`config.mk`:
```
export PLATFORM = sky130hd
export DESIGN_NAME = calendar_grid_day_lookup_unit
export DESIGN_NICKNAME = d
export VERILOG_FILES = /design/src/rtl/core/cgdl_pkg.sv /design/src/rtl/core/calendar_grid_day_lookup_unit.sv
export VERILOG_INCLUDE_DIRS = /design/src /design/src/rtl/core
export SDC_FILE = /design/constraint.sdc
export NUM_CORES = 1
export LEC_CHECK = 0
export BUFFER_PORTS_ARGS = -buffer_cell sky130_fd_sc_hd__buf_2
export CAP_MARGIN = 20
export CORE_ASPECT_RATIO = 1.5
export CORE_MARGIN = 1.5
export CORE_UTILIZATION = 30
export DETAILED_ROUTE_END_ITERATION = 6
export PLACE_DENSITY = 0.44
export SLEW_MARGIN = 20
export SYNTH_ARGS = -nofsm -noshare
export SYNTH_HDL_FRONTEND = slang
export SYNTH_SLANG_ARGS = --single-unit
```
`constraint.sdc`:
```
create_clock -name clk_i -period 4.25 [get_ports clk_i]
set_input_delay 1.0625 -clock clk_i [delete_from_list [all_inputs] [get_ports clk_i]]
set_output_delay 1.0625 -clock clk_i [all_outputs]
set_load 0.02 [all_outputs]
```
`src/rtl/core/calendar_grid_day_lookup_unit_assert.svh`:
```
// Assertion macros for the calendar grid day lookup unit.
// Used by the top level only; no other dependencies.
`ifndef CALENDAR_GRID_DAY_LOOKUP_UNIT_ASSERT_SVH
`define CALENDAR_GRID_DAY_LOOKUP_UNIT_ASSERT_SVH

// Same-cycle implication, disabled while reset is asserted
`define CGDL_ASSERT_IMPL(lbl, clk, rst_n, ante, cons) \
  lbl: assert property (@(posedge clk) disable iff (!rst_n) (ante) |-> (cons)) \
    else $error("cgdl: assertion failed");

// Next-cycle implication, disabled while reset is asserted
`define CGDL_ASSERT_NEXT(lbl, clk, rst_n, ante, cons) \
  lbl: assert property (@(posedge clk) disable iff (!rst_n) (ante) |=> (cons)) \
    else $error("cgdl: assertion failed");

`endif

```
`src/rtl/core/cgdl_pkg.sv`:
```
// Package for the calendar grid day lookup unit: word types, stage types,
// reciprocal constants and month tables. No dependencies.
package cgdl_pkg;

  // Calendar limits
  localparam int unsigned YearMin    = 1;
  localparam int unsigned YearMax    = 9999;
  localparam int unsigned YearSwitch = 1752;
  localparam int unsigned YearGreg   = 1800;
  localparam int unsigned CentBase   = 1700;
  localparam int unsigned QuadBase   = 1600;
  localparam int unsigned SwitchSkip = 11;
  localparam int unsigned SwitchSep  = 19;
  localparam int unsigned GridRows   = 6;
  localparam int unsigned GridCols   = 7;

  // floor(x/100) = (x * Div100Mul) >> Div100Shift for x below 8400
  localparam int unsigned Div100Mul   = 5243;
  localparam int unsigned Div100Shift = 19;
  // floor(x/7) = (x * Div7Mul) >> Div7Shift for x below 32768
  localparam int unsigned Div7Mul     = 18725;
  localparam int unsigned Div7Shift   = 17;

  localparam logic [3:0] MonthFeb = 4'd2;
  localparam logic [3:0] MonthSep = 4'd9;
  localparam logic [3:0] MonthDec = 4'd12;

  // Input word
  typedef struct packed {
    logic [13:0] year_number;
    logic [3:0]  month_number;
    logic [2:0]  week_row;
    logic [2:0]  weekday_column;
  } cgdl_in_t;

  // Result word
  typedef struct packed {
    logic [4:0] day_of_month;
    logic [4:0] month_length;
    logic [2:0] first_weekday;
    logic       leap_flag;
    logic       switch_year_flag;
    logic       invalid_flag;
  } cgdl_out_t;

  // Stage 1: quotients and raw flags
  typedef struct packed {
    logic [13:0] year;
    logic [12:0] quarter;    // (year + 3) / 4
    logic [7:0]  qa100;      // (year - 1700) / 100
    logic [7:0]  qb100;      // (year - 1701) / 100
    logic [4:0]  qa400;      // (year - 1600) / 400
    logic [4:0]  qb400;      // (year - 1601) / 400
    logic        late;       // year after the switch
    logic        sw;
    logic        div4;
    logic [3:0]  month;
    logic        inval;
    logic        cell_ok;
    logic [5:0]  rc;         // row * 7 + column
  } cgdl_s1_t;

  // Per-item control carried from stage 2 to the output
  typedef struct packed {
    logic [4:0] len;
    logic       leap;
    logic       sw;
    logic       inval;
    logic       sep;
    logic       cell_ok;
    logic [5:0] rc;
  } cgdl_ctl_t;

  // Days in a month of an ordinary year
  function automatic logic [4:0] base_days(input logic [3:0] m);
    logic [4:0] r;
    case (m)
      4'd1, 4'd3, 4'd5, 4'd7, 4'd8, 4'd10, 4'd12: r = 5'd31;
      4'd4, 4'd6, 4'd9, 4'd11:                    r = 5'd30;
      4'd2:                                       r = 5'd28;
      default:                                    r = 5'd0;
    endcase
    return r;
  endfunction

  // Days before the first of a month in an ordinary year
  function automatic logic [8:0] base_start(input logic [3:0] m);
    logic [8:0] r;
    case (m)
      4'd1:    r = 9'd0;
      4'd2:    r = 9'd31;
      4'd3:    r = 9'd59;
      4'd4:    r = 9'd90;
      4'd5:    r = 9'd120;
      4'd6:    r = 9'd151;
      4'd7:    r = 9'd181;
      4'd8:    r = 9'd212;
      4'd9:    r = 9'd243;
      4'd10:   r = 9'd273;
      4'd11:   r = 9'd304;
      4'd12:   r = 9'd334;
      default: r = 9'd0;
    endcase
    return r;
  endfunction

endpackage

```
`src/rtl/core/calendar_grid_day_lookup_unit.sv`:
```
// Top level of the calendar grid day lookup unit: six-stage pipeline.
// Depends on cgdl_pkg and calendar_grid_day_lookup_unit_assert.svh.
//
//  channel | signals                            | direction | word
//  --------+------------------------------------+-----------+-----------
//  input   | in_valid_i, in_ready_o, in_word_i  | in        | cgdl_in_t
//  result  | out_valid_o, out_ready_i, out_word_o| out      | cgdl_out_t
//
// One word can enter every cycle while the result side does not stall.
// The depth is set by the two reciprocal multiplies (year by 100 and 400,
// day count by 7), each followed by its own register. Each full stage holds
// while the stage after it is full and stalled, so a stall on the result
// side backs up stage by stage, filling bubbles first.
// Reset clears the stage valid bits only.
`include "calendar_grid_day_lookup_unit_assert.svh"

module calendar_grid_day_lookup_unit
  import cgdl_pkg::*;
(
  input  logic      clk_i,
  input  logic      rst_ni,
  input  logic      in_valid_i,
  output logic      in_ready_o,
  input  cgdl_in_t  in_word_i,
  output logic      out_valid_o,
  input  logic      out_ready_i,
  output cgdl_out_t out_word_o
);

  // Stage valid bits and load enables
  logic v1_q, v2_q, v3_q, v4_q, v5_q, v6_q;
  logic en1, en2, en3, en4, en5, en6;

  assign en6 = !v6_q || out_ready_i;
  assign en5 = !v5_q || en6;
  assign en4 = !v4_q || en5;
  assign en3 = !v3_q || en4;
  assign en2 = !v2_q || en3;
  assign en1 = !v1_q || en2;
  assign in_ready_o = en1;

  always_ff @(posedge clk_i or negedge rst_ni) begin
    if (!rst_ni) begin
      v1_q <= 1'b0;
      v2_q <= 1'b0;
      v3_q <= 1'b0;
      v4_q <= 1'b0;
      v5_q <= 1'b0;
      v6_q <= 1'b0;
    end else begin
      if (en1) v1_q <= in_valid_i;
      if (en2) v2_q <= v1_q;
      if (en3) v3_q <= v2_q;
      if (en4) v4_q <= v3_q;
      if (en5) v5_q <= v4_q;
      if (en6) v6_q <= v5_q;
    end
  end

  // ---------------------------------------------------------------
  // Stage 1: range checks, year quotients by reciprocal multiply
  // ---------------------------------------------------------------
  cgdl_s1_t s1_d, s1_q;
  logic [13:0] yr;
  logic        ge_greg;
  logic [13:0] xa100, xb100, xa400, xb400;
  logic [26:0] pa100, pb100;
  logic [24:0] pa400, pb400;
  logic [14:0] yr_p3;
  logic [5:0]  row7;

  always_comb begin
    yr      = in_word_i.year_number;
    ge_greg = (yr >= 14'(YearGreg));
    // quotients only matter from 1800 on; keep operands at 0 below that
    xa100   = ge_greg ? (yr - 14'(CentBase))     : 14'd0;
    xb100   = ge_greg ? (yr - 14'(CentBase + 1)) : 14'd0;
    xa400   = ge_greg ? (yr - 14'(QuadBase))     : 14'd0;
    xb400   = ge_greg ? (yr - 14'(QuadBase + 1)) : 14'd0;
    pa100   = 27'(xa100) * 27'(Div100Mul);
    pb100   = 27'(xb100) * 27'(Div100Mul);
    // x / 400 is (x / 4) / 100
    pa400   = 25'(xa400[13:2]) * 25'(Div100Mul);
    pb400   = 25'(xb400[13:2]) * 25'(Div100Mul);
    yr_p3   = {1'b0, yr} + 15'd3;
    row7    = {in_word_i.week_row, 3'b000} - {3'b000, in_word_i.week_row};

    s1_d.year    = yr;
    s1_d.quarter = yr_p3[14:2];
    s1_d.qa100   = pa100[Div100Shift +: 8];
    s1_d.qb100   = pb100[Div100Shift +: 8];
    s1_d.qa400   = pa400[Div100Shift +: 5];
    s1_d.qb400   = pb400[Div100Shift +: 5];
    s1_d.late    = (yr > 14'(YearSwitch));
    s1_d.sw      = (yr == 14'(YearSwitch));
    s1_d.div4    = (yr[1:0] == 2'b00);
    s1_d.month   = in_word_i.month_number;
    s1_d.inval   = (yr < 14'(YearMin)) || (yr > 14'(YearMax)) ||
                   (in_word_i.month_number == 4'd0) ||
                   (in_word_i.month_number > MonthDec);
    s1_d.cell_ok = (in_word_i.week_row < 3'(GridRows)) &&
                   (in_word_i.weekday_column < 3'(GridCols));
    s1_d.rc      = row7 + {3'b000, in_word_i.weekday_column};
  end

  always_ff @(posedge clk_i) begin
    if (en1) s1_q <= s1_d;
  end

  // ---------------------------------------------------------------
  // Stage 2: year type, month length and offset, January day count
  // ---------------------------------------------------------------
  cgdl_ctl_t   ctl2_d, ctl2_q;
  logic [14:0] ps2_d, ps2_q;
  logic [8:0]  off2_d, off2_q;
  logic        cent, quad;

  always_comb begin
    // a century year shows up as a step between the two quotients
    cent = (s1_q.qa100 != s1_q.qb100);
    quad = (s1_q.qa400 != s1_q.qb400);

    ctl2_d.leap    = s1_q.div4 && !(cent && !quad);
    ctl2_d.sw      = s1_q.sw;
    ctl2_d.inval   = s1_q.inval;
    ctl2_d.sep     = (s1_q.month == MonthSep);
    ctl2_d.cell_ok = s1_q.cell_ok;
    ctl2_d.rc      = s1_q.rc;

    if (s1_q.month == MonthFeb) begin
      ctl2_d.len = ctl2_d.leap ? 5'd29 : 5'd28;
    end else if (s1_q.month == MonthSep) begin
      ctl2_d.len = s1_q.sw ? 5'(SwitchSep) : 5'd30;
    end else begin
      ctl2_d.len = base_days(s1_q.month);
    end

    off2_d = base_start(s1_q.month);
    if (ctl2_d.leap && (s1_q.month > MonthFeb)) off2_d = off2_d + 9'd1;
    if (s1_q.sw && (s1_q.month > MonthSep)) off2_d = off2_d - 9'(SwitchSkip);

    // Julian count plus corrections: y + 4 + (y+3)/4 - c100 + c400 + shift
    ps2_d = {1'b0, s1_q.year} + 15'd4 + {2'b00, s1_q.quarter} +
            {10'd0, s1_q.qb400} + (s1_q.late ? 15'd3 : 15'd0) -
            {7'd0, s1_q.qb100};
  end

  always_ff @(posedge clk_i) begin
    if (en2) begin
      ctl2_q <= ctl2_d;
      ps2_q  <= ps2_d;
      off2_q <= off2_d;
    end
  end

  // ---------------------------------------------------------------
  // Stage 3: day count of the first of the month
  // ---------------------------------------------------------------
  cgdl_ctl_t   ctl3_q;
  logic [14:0] d3_q;

  always_ff @(posedge clk_i) begin
    if (en3) begin
      ctl3_q <= ctl2_q;
      d3_q   <= ps2_q + {6'd0, off2_q};
    end
  end

  // ---------------------------------------------------------------
  // Stage 4: quotient of the day count by 7
  // ---------------------------------------------------------------
  cgdl_ctl_t   ctl4_q;
  logic [14:0] d4_q;
  logic [12:0] q7_4_q;
  logic [29:0] p7;

  assign p7 = 30'(d3_q) * 30'(Div7Mul);

  always_ff @(posedge clk_i) begin
    if (en4) begin
      ctl4_q <= ctl3_q;
      d4_q   <= d3_q;
      q7_4_q <= p7[Div7Shift +: 13];
    end
  end

  // ---------------------------------------------------------------
  // Stage 5: weekday of the first of the month
  // ---------------------------------------------------------------
  cgdl_ctl_t   ctl5_q;
  logic [2:0]  dow5_q;
  logic [14:0] q7x7, rem7;

  always_comb begin
    q7x7 = {q7_4_q, 2'b00} + {1'b0, q7_4_q, 1'b0} + {2'b00, q7_4_q};
    rem7 = d4_q - q7x7;
  end

  always_ff @(posedge clk_i) begin
    if (en5) begin
      ctl5_q <= ctl4_q;
      dow5_q <= rem7[2:0];
    end
  end

  // ---------------------------------------------------------------
  // Stage 6: grid cell date and result word
  // ---------------------------------------------------------------
  cgdl_out_t out6_d, out6_q;
  logic [5:0] dow6, t6, lim6;
  logic       in_month;

  always_comb begin
    dow6     = {3'b000, dow5_q};
    lim6     = {1'b0, ctl5_q.len} + dow6;
    in_month = ctl5_q.cell_ok && (ctl5_q.rc >= dow6) && (ctl5_q.rc < lim6);
    t6       = ctl5_q.rc - dow6 + 6'd1;
    // short September skips the eleven dates after the 2nd
    if (ctl5_q.sw && ctl5_q.sep && (t6 >= 6'd3)) t6 = t6 + 6'(SwitchSkip);

    out6_d.day_of_month     = in_month ? t6[4:0] : 5'd0;
    out6_d.month_length     = ctl5_q.len;
    out6_d.first_weekday    = dow5_q;
    out6_d.leap_flag        = ctl5_q.leap;
    out6_d.switch_year_flag = ctl5_q.sw;
    out6_d.invalid_flag     = 1'b0;
    if (ctl5_q.inval) begin
      out6_d              = '0;
      out6_d.invalid_flag = 1'b1;
    end
  end

  always_ff @(posedge clk_i) begin
    if (en6) out6_q <= out6_d;
  end

  assign out_valid_o = v6_q;
  assign out_word_o  = out6_q;

  // ---------------------------------------------------------------
  // Assertions
  // ---------------------------------------------------------------
  `CGDL_ASSERT_IMPL(a_inval_zero, clk_i, rst_ni, out_valid_o && out_word_o.invalid_flag, out_word_o.day_of_month == 5'd0 && out_word_o.month_length == 5'd0)
  `CGDL_ASSERT_IMPL(a_switch_leap, clk_i, rst_ni, out_valid_o && out_word_o.switch_year_flag, out_word_o.leap_flag && !out_word_o.invalid_flag)
  `CGDL_ASSERT_IMPL(a_weekday_range, clk_i, rst_ni, out_valid_o, out_word_o.first_weekday <= 3'd6)
  `CGDL_ASSERT_NEXT(a_stage1_hold, clk_i, rst_ni, v1_q && !en2, v1_q)

endmodule

```
==> results.sh, run 1 <==
export IMPL_yosysWarnings=0
export IMPL_grt_overflow=0
export IMPL_grt_pass1_vias=19300
export IMPL_synth_top_area_cell="ha_1"
export IMPL_viasPerCell=4.31
export IMPL_cp_start_kind="input pin"
export IMPL_synthToLayoutAreaGrowth_pct=26.4
export IMPL_clkSinkCount=209
export IMPL_cp_max_fo=3
export IMPL_setup_tns_final_ns=-54.44
export IMPL_ios=46
export IMPL_synth_distinct_cells=82
export IMPL_drive_gt1_frac=0.248
export IMPL_syn_inst=2385
export IMPL_die_width_um=239
export IMPL_synth_flop_cell="edfxtp_1"
export IMPL_critPathArrivalTime_ns=6.80
export IMPL_diodes=0
export IMPL_required_ns=4.52
export IMPL_yosysTopAreaCellShare=0.260
export IMPL_grt_total_usage=0.143
export IMPL_path_clk_slew_ns=0.06
export IMPL_ant_nets=0
export IMPL_synth_seq_cells=209
export IMPL_endpoint_kind="flip-flop"
export IMPL_fill_cells=8293
export IMPL_ctsHoldBuffers=0
export IMPL_path_buf_inv=8
export IMPL_synth_most_common_cell="inv_1"
export IMPL_cpPeakStageDelay_ns=0.56
export IMPL_start_util=0.303
export IMPL_worstSetupPathType="in -> reg"
export IMPL_status="finished, violations left"
export IMPL_drt_pass1_iter_count=4
export IMPL_vias=17000
export IMPL_finalHoldViolations=0
export IMPL_drt_initial_drc_count=558
export IMPL_reg2reg_slack_ns=-0.13
export IMPL_cp_top_family="adder cells"
export IMPL_timing_rr_start="d3_q[12]"
export IMPL_cap_viol_max_count=0
export IMPL_root_buffer="clkbuf_16"
export IMPL_htree_levels=1
export IMPL_synth_area_per_cell_um2=10.5
export IMPL_synth_area_leaders="ha_1 (26%), edfxtp_1 (23%), fa_1 (21%), inv_1 (9.5%), xnor2_1 (3.7%)"
export IMPL_synth_edf_count=191
export IMPL_slew_viol_final=0
export IMPL_skew_ns=0.0137
export IMPL_setup_violations=29
export IMPL_die_y_um=357
export IMPL_io_buffer_count=45
export IMPL_cp_depth=30
export IMPL_core_area_um2=82600
export IMPL_numCtsBuffers=24
export IMPL_fmax_ghz=0.153
export IMPL_clk_path_buf_depth=3
export IMPL_row_count=129
export IMPL_drc=0
export IMPL_reg2reg_to="q7_4_q[0]"
export IMPL_grt_start_max_net_pins=61
export IMPL_grt_first_pass_wirelength_mm=96.7
export IMPL_worst_slack_ns=-2.28
export IMPL_place_hpwl_mm=51.3
export IMPL_fp_dieArea_um2=85200
export IMPL_failed_checks="negative setup slack"
export IMPL_async_reset_ff_frac=0.0287
export IMPL_synth_seq_area_share=0.245
export IMPL_ys_top_cells_by_count="inv_1 (635), ha_1 (520), fa_1 (262)"
export IMPL_hp_class="in -> async"
export IMPL_ff2ff_path_depth=14
export IMPL_routed_wl_mm=58.4
export IMPL_cts_tree="built"
export IMPL_rsz0062_at_grt="true"
export IMPL_synth_nets=3195
export IMPL_gp_congestion=0.848
export IMPL_tightestPinTransition_ns=0.939
export IMPL_antenna_found_initial=0
export IMPL_clk_latency_ns=0.52
export IMPL_timing_final_crit_share=1.54
export IMPL_relSlewSlack=0.372
export IMPL_nets=3626
export IMPL_slowest_stage="fa_2"
export IMPL_synth_area_um2=25000
export IMPL_fin_crit_ns=6.53
export IMPL_avgRoutedWirePerCell_um=14.8
-- layer usage --
metal	global-route usage	vias to the layer above	part of all wire
li1	-	8548	-
met1	0.149	8220	0.38
met2	0.296	155	0.57
met3	0.0107	80	0.016
met4	0.0422	0	0.032
met5	0	-	0
-- worst reg2reg max path, stage by stage (launching register included) --
cell	delay (ns)
edfxtp_1	0.45
ha_1	0.37
ha_4	0.29
ha_4	0.19
fa_1	0.49
fa_1	0.54
fa_1	0.46
ha_4	0.19
a2111oi_4	0.36
nand3_2	0.17
nor2_4	0.19
buf_6	0.12
o31ai_4	0.05
buf_4	0.13
xor2_1	0.13
-- what timing repair did --
item                       4_1_cts  5_1_grt
pin swaps                      122       89
cloned                           1        0
setup buffers                   32       20
gates resized for setup        166       65
setup endpoints to repair       31       33
-- state kept, by name, indices dropped and copies added (netlist names), 3 cells and up, named ones only --
name        count
ctl5_q         15
ctl4_q         15
dow5_q          3
s1_q           59
d4_q            3
q7_4_q          3
d3_q           15
ps2_q          15
ctl2_d          9
ctl2_q         15
out_word_o     15
off2_q          9
ctl3_q         15
-- layout make-up --
class,count,area [µm²],area share
clock buffer,31,667,0.0211
tap,1113,1390,0.0440
clock inverter,13,183,0.00577
multi-input combinational,1517,17600,0.555
inverter,638,2440,0.0772
sequential,209,6130,0.194
timing repair buffer,426,3250,0.103
-- kinds of logic (layout without fill, tap and decap cells) --
| family | Yosys count | count (layout) | synth area share |
|---|---|---|---|
| buf+inv | 659 | 1108 | 0.0993 |
| mux | 11 | 11 | 0.00475 |
| flops | 209 | 209 | 0.245 |
| compound gates | 226 | 226 | 0.0581 |
| fa+ha+maj | 782 | 782 | 0.469 |
| simple gates | 338 | 338 | 0.0668 |
| xor+xnor | 160 | 160 | 0.0570 |
-- worst max-delay path by stage --
stage                  startpoint  endpoint  slack [ns]
floorplan           in_word_i[17]  s1_q[24]       -2.34
global placement    in_word_i[10]  s1_q[29]       -2.93
detailed placement  in_word_i[13]  s1_q[29]       -3.00
CTS                 in_word_i[13]  s1_q[31]       -2.18
global route        in_word_i[12]  s1_q[17]       -2.45
finish              in_word_i[12]  s1_q[17]       -2.28
-- metrics by stage --
stage / area [µm²] / hold WS, ns / setup WS [ns] / instances / utilization
after global routing: 31600 / 0.335 / -2.45 / 3947 / 0.383
after detailed placement: 29400 / 0.405 / -3.00 / 3852 / 0.355
final: 31600 / 0.357 / -2.28 / 3947 / 0.383
after global placement: 29400 / 0.400 / -2.93 / 3852 / 0.355
after CTS: 31200 / 0.333 / -2.18 / 3929 / 0.377
after floorplan: 25400 / 0.400 / -2.34 / 2385 / -
-- cell usage in the layout, fill, tap and decap left out, drive strengths merged, types with 6 or more instances in the layout --
cell type	Yosys	layout
a211oi	8	8
a21boi	7	7
a21o	20	20
a21oi	75	75
a31o	6	6
and2	7	7
and3	15	15
buf	6	426
clkbuf	15	31
clkinv	2	9
dfrtp	6	6
dfxtp	12	12
edfxtp	191	191
fa	262	262
ha	520	520
inv	636	636
mux2i	7	7
nand2	108	108
nand2b	21	21
nand3	21	21
nand4	15	15
nor2	74	74
nor2b	22	22
nor3	19	19
o211ai	7	7
o21a	6	6
o21ai	49	49
or2	19	19
or3	6	6
xnor2	107	107
xor2	53	53
Power of run 1 is not shown: default switching activity piles up to over one toggle a cycle in this logic, so the estimate is an artifact.
==> inputs of run 2 (changes only) <==
--- a/config.mk
+++ b/config.mk
@@ -6,13 +6,13 @@
 export SDC_FILE = /design/constraint.sdc
 export NUM_CORES = 1
 export LEC_CHECK = 0
-export BUFFER_PORTS_ARGS = -buffer_cell sky130_fd_sc_hd__buf_2
 export CAP_MARGIN = 20
 export CORE_ASPECT_RATIO = 1.5
 export CORE_MARGIN = 1.5
 export CORE_UTILIZATION = 30
 export DETAILED_ROUTE_END_ITERATION = 6
-export PLACE_DENSITY = 0.44
+export DONT_BUFFER_PORTS = 1
+export PLACE_DENSITY = 0.43
 export SLEW_MARGIN = 20
 export SYNTH_ARGS = -nofsm -noshare
 export SYNTH_HDL_FRONTEND = slang
==> results.sh, run 2 (synthesis gave the netlist of run 1 again) <==
export IMPL_stdcell_area_um2=30500
export IMPL_root_buffer="clkbuf_16"
export IMPL_row_count=129
export IMPL_reg2reg_to="q7_4_q[2]"
export IMPL_grt_overflow=0
export IMPL_dp_cells=3797
export IMPL_numCtsBuffers=24
export IMPL_critPathArrivalTime_ns=6.59
export IMPL_rsz0062_at_grt="true"
export IMPL_synthToLayoutAreaGrowth_pct=21.7
export IMPL_drive_gt1_frac=0.198
export IMPL_fill_cells=8318
export IMPL_tightestPinTransition_ns=0.920
export IMPL_start_util=0.303
export IMPL_vias=16800
export IMPL_avgRoutedWirePerCell_um=15.2
export IMPL_die_width_um=239
export IMPL_worstSetupPathType="in -> reg"
export IMPL_htree_levels=1
export IMPL_clkSinkCount=209
export IMPL_reg2reg_slack_ns=-0.26
export IMPL_fp_dieArea_um2=85200
export IMPL_dpl_cell_area_um2=29000
export IMPL_finalNonFillerCells=3856
export IMPL_endpoint_kind="flip-flop"
export IMPL_failed_checks="negative setup slack"
export IMPL_ios=46
export IMPL_drt_initial_drc_count=440
export IMPL_timing_rr_start="d3_q[10]"
export IMPL_final_cell_mix="inv_1 (617), ha_1 (500), buf_4 (325)"
export IMPL_worst_slack_ns=-2.06
export IMPL_slowest_stage="fa_2"
export IMPL_antenna_found_initial=1
export IMPL_cp_start_kind="input pin"
export IMPL_cap_viol_max_count=0
export IMPL_ctsHoldBuffers=0
export IMPL_fmax_ghz=0.158
export IMPL_largest_register="s1_q"
export IMPL_grt_total_usage=0.144
export IMPL_drc=0
export IMPL_cts_tree="built"
export IMPL_hp_class="in -> async"
export IMPL_relSlewSlack=0.384
export IMPL_status="finished, violations left"
export IMPL_cpPeakStageDelay_ns=0.59
export IMPL_clk_path_buf_depth=3
export IMPL_drt_pass1_iter_count=4
export IMPL_die_y_um=357
export IMPL_io_buffer_count=0
export IMPL_diodes=0
export IMPL_ff2ff_path_depth=16
export IMPL_skew_ns=0.0311
export IMPL_path_clk_slew_ns=0.06
export IMPL_largest_reg_flops=59
export IMPL_grt_start_max_net_pins=62
export IMPL_place_hpwl_mm=51.7
export IMPL_fin_crit_ns=6.31
export IMPL_timing_final_crit_share=1.49
export IMPL_grt_first_pass_wirelength_mm=97.5
export IMPL_routed_wl_mm=58.8
export IMPL_gp_congestion=0.845
export IMPL_cp_max_fo=8
export IMPL_nets=3535
export IMPL_grt_pass1_vias=19300
export IMPL_ant_nets=0
export IMPL_setup_violations=29
export IMPL_layout_commonest_cell="inv_1"
export IMPL_viasPerCell=4.35
export IMPL_core_area_um2=82600
export IMPL_fin_hold_ws_ns=0.207
export IMPL_clk_latency_ns=0.55
export IMPL_required_ns=4.53
export IMPL_finalHoldViolations=0
export IMPL_slew_viol_final=0
## run 2: final cells by class
cell class	instances	area, µm²	area share
Inverter	638	2420	0.0796
Tap cell	1113	1390	0.0457
Multi-Input combinational cell	1517	17100	0.563
Timing Repair Buffer	335	2580	0.0846
Clock inverter	16	193	0.00632
Sequential cell	209	6130	0.201
Clock buffer	28	616	0.0202
## run 2: critical path, delay by kind of cell
family          cells  cell delay, ns
compound gates      5            0.72
buf+inv             6            0.43
simple gates        6            1.11
fa+ha+maj           7            3.08
xor+xnor            2            0.18
## run 2: per-layer routing
metal | up-vias | share of wire | track usage
li1 | 8358 | - | -
met1 | 8141 | 0.36 | 0.147
met2 | 173 | 0.57 | 0.298
met3 | 81 | 0.028 | 0.0177
met4 | 2 | 0.033 | 0.0442
met5 | - | 0.00020 | 0
## run 2: how the worst max path moves through the flow
| stage | start | endpoint | slack (ns) | cells after the start |
|---|---|---|---|---|
| after floorplan | in_word_i[17] | s1_q[24] | -2.34 | 26 |
| after global placement | in_word_i[12] | s1_q[24] | -2.75 | 27 |
| after detailed placement | in_word_i[12] | s1_q[29] | -2.88 | 26 |
| after CTS | in_word_i[12] | s1_q[17] | -2.01 | 27 |
| after global routing | in_word_i[12] | s1_q[17] | -2.30 | 26 |
| final | in_word_i[12] | s1_q[17] | -2.06 | 26 |
## run 2: through the flow
step	TNS (ns)	setup slack (ns)	util
2_1_floorplan	-55.31	-2.34	-
3_3_place_gp	-69.44	-2.75	0.351
3_5_place_dp	-71.95	-2.88	0.351
5_1_grt	-57.22	-2.30	0.369
4_1_cts	-50.15	-2.01	0.366
6_report	-50.20	-2.06	0.369
## run 2: timing repair
action / in CTS / in global routing
hold endpoints to repair: 0 / 0
setup endpoints to repair: 30 / 32
buffers inserted: 11 / 4
gates resized for setup: 62 / 46
pin swaps: 51 / 29
Power of run 2 is left out for the same reason.
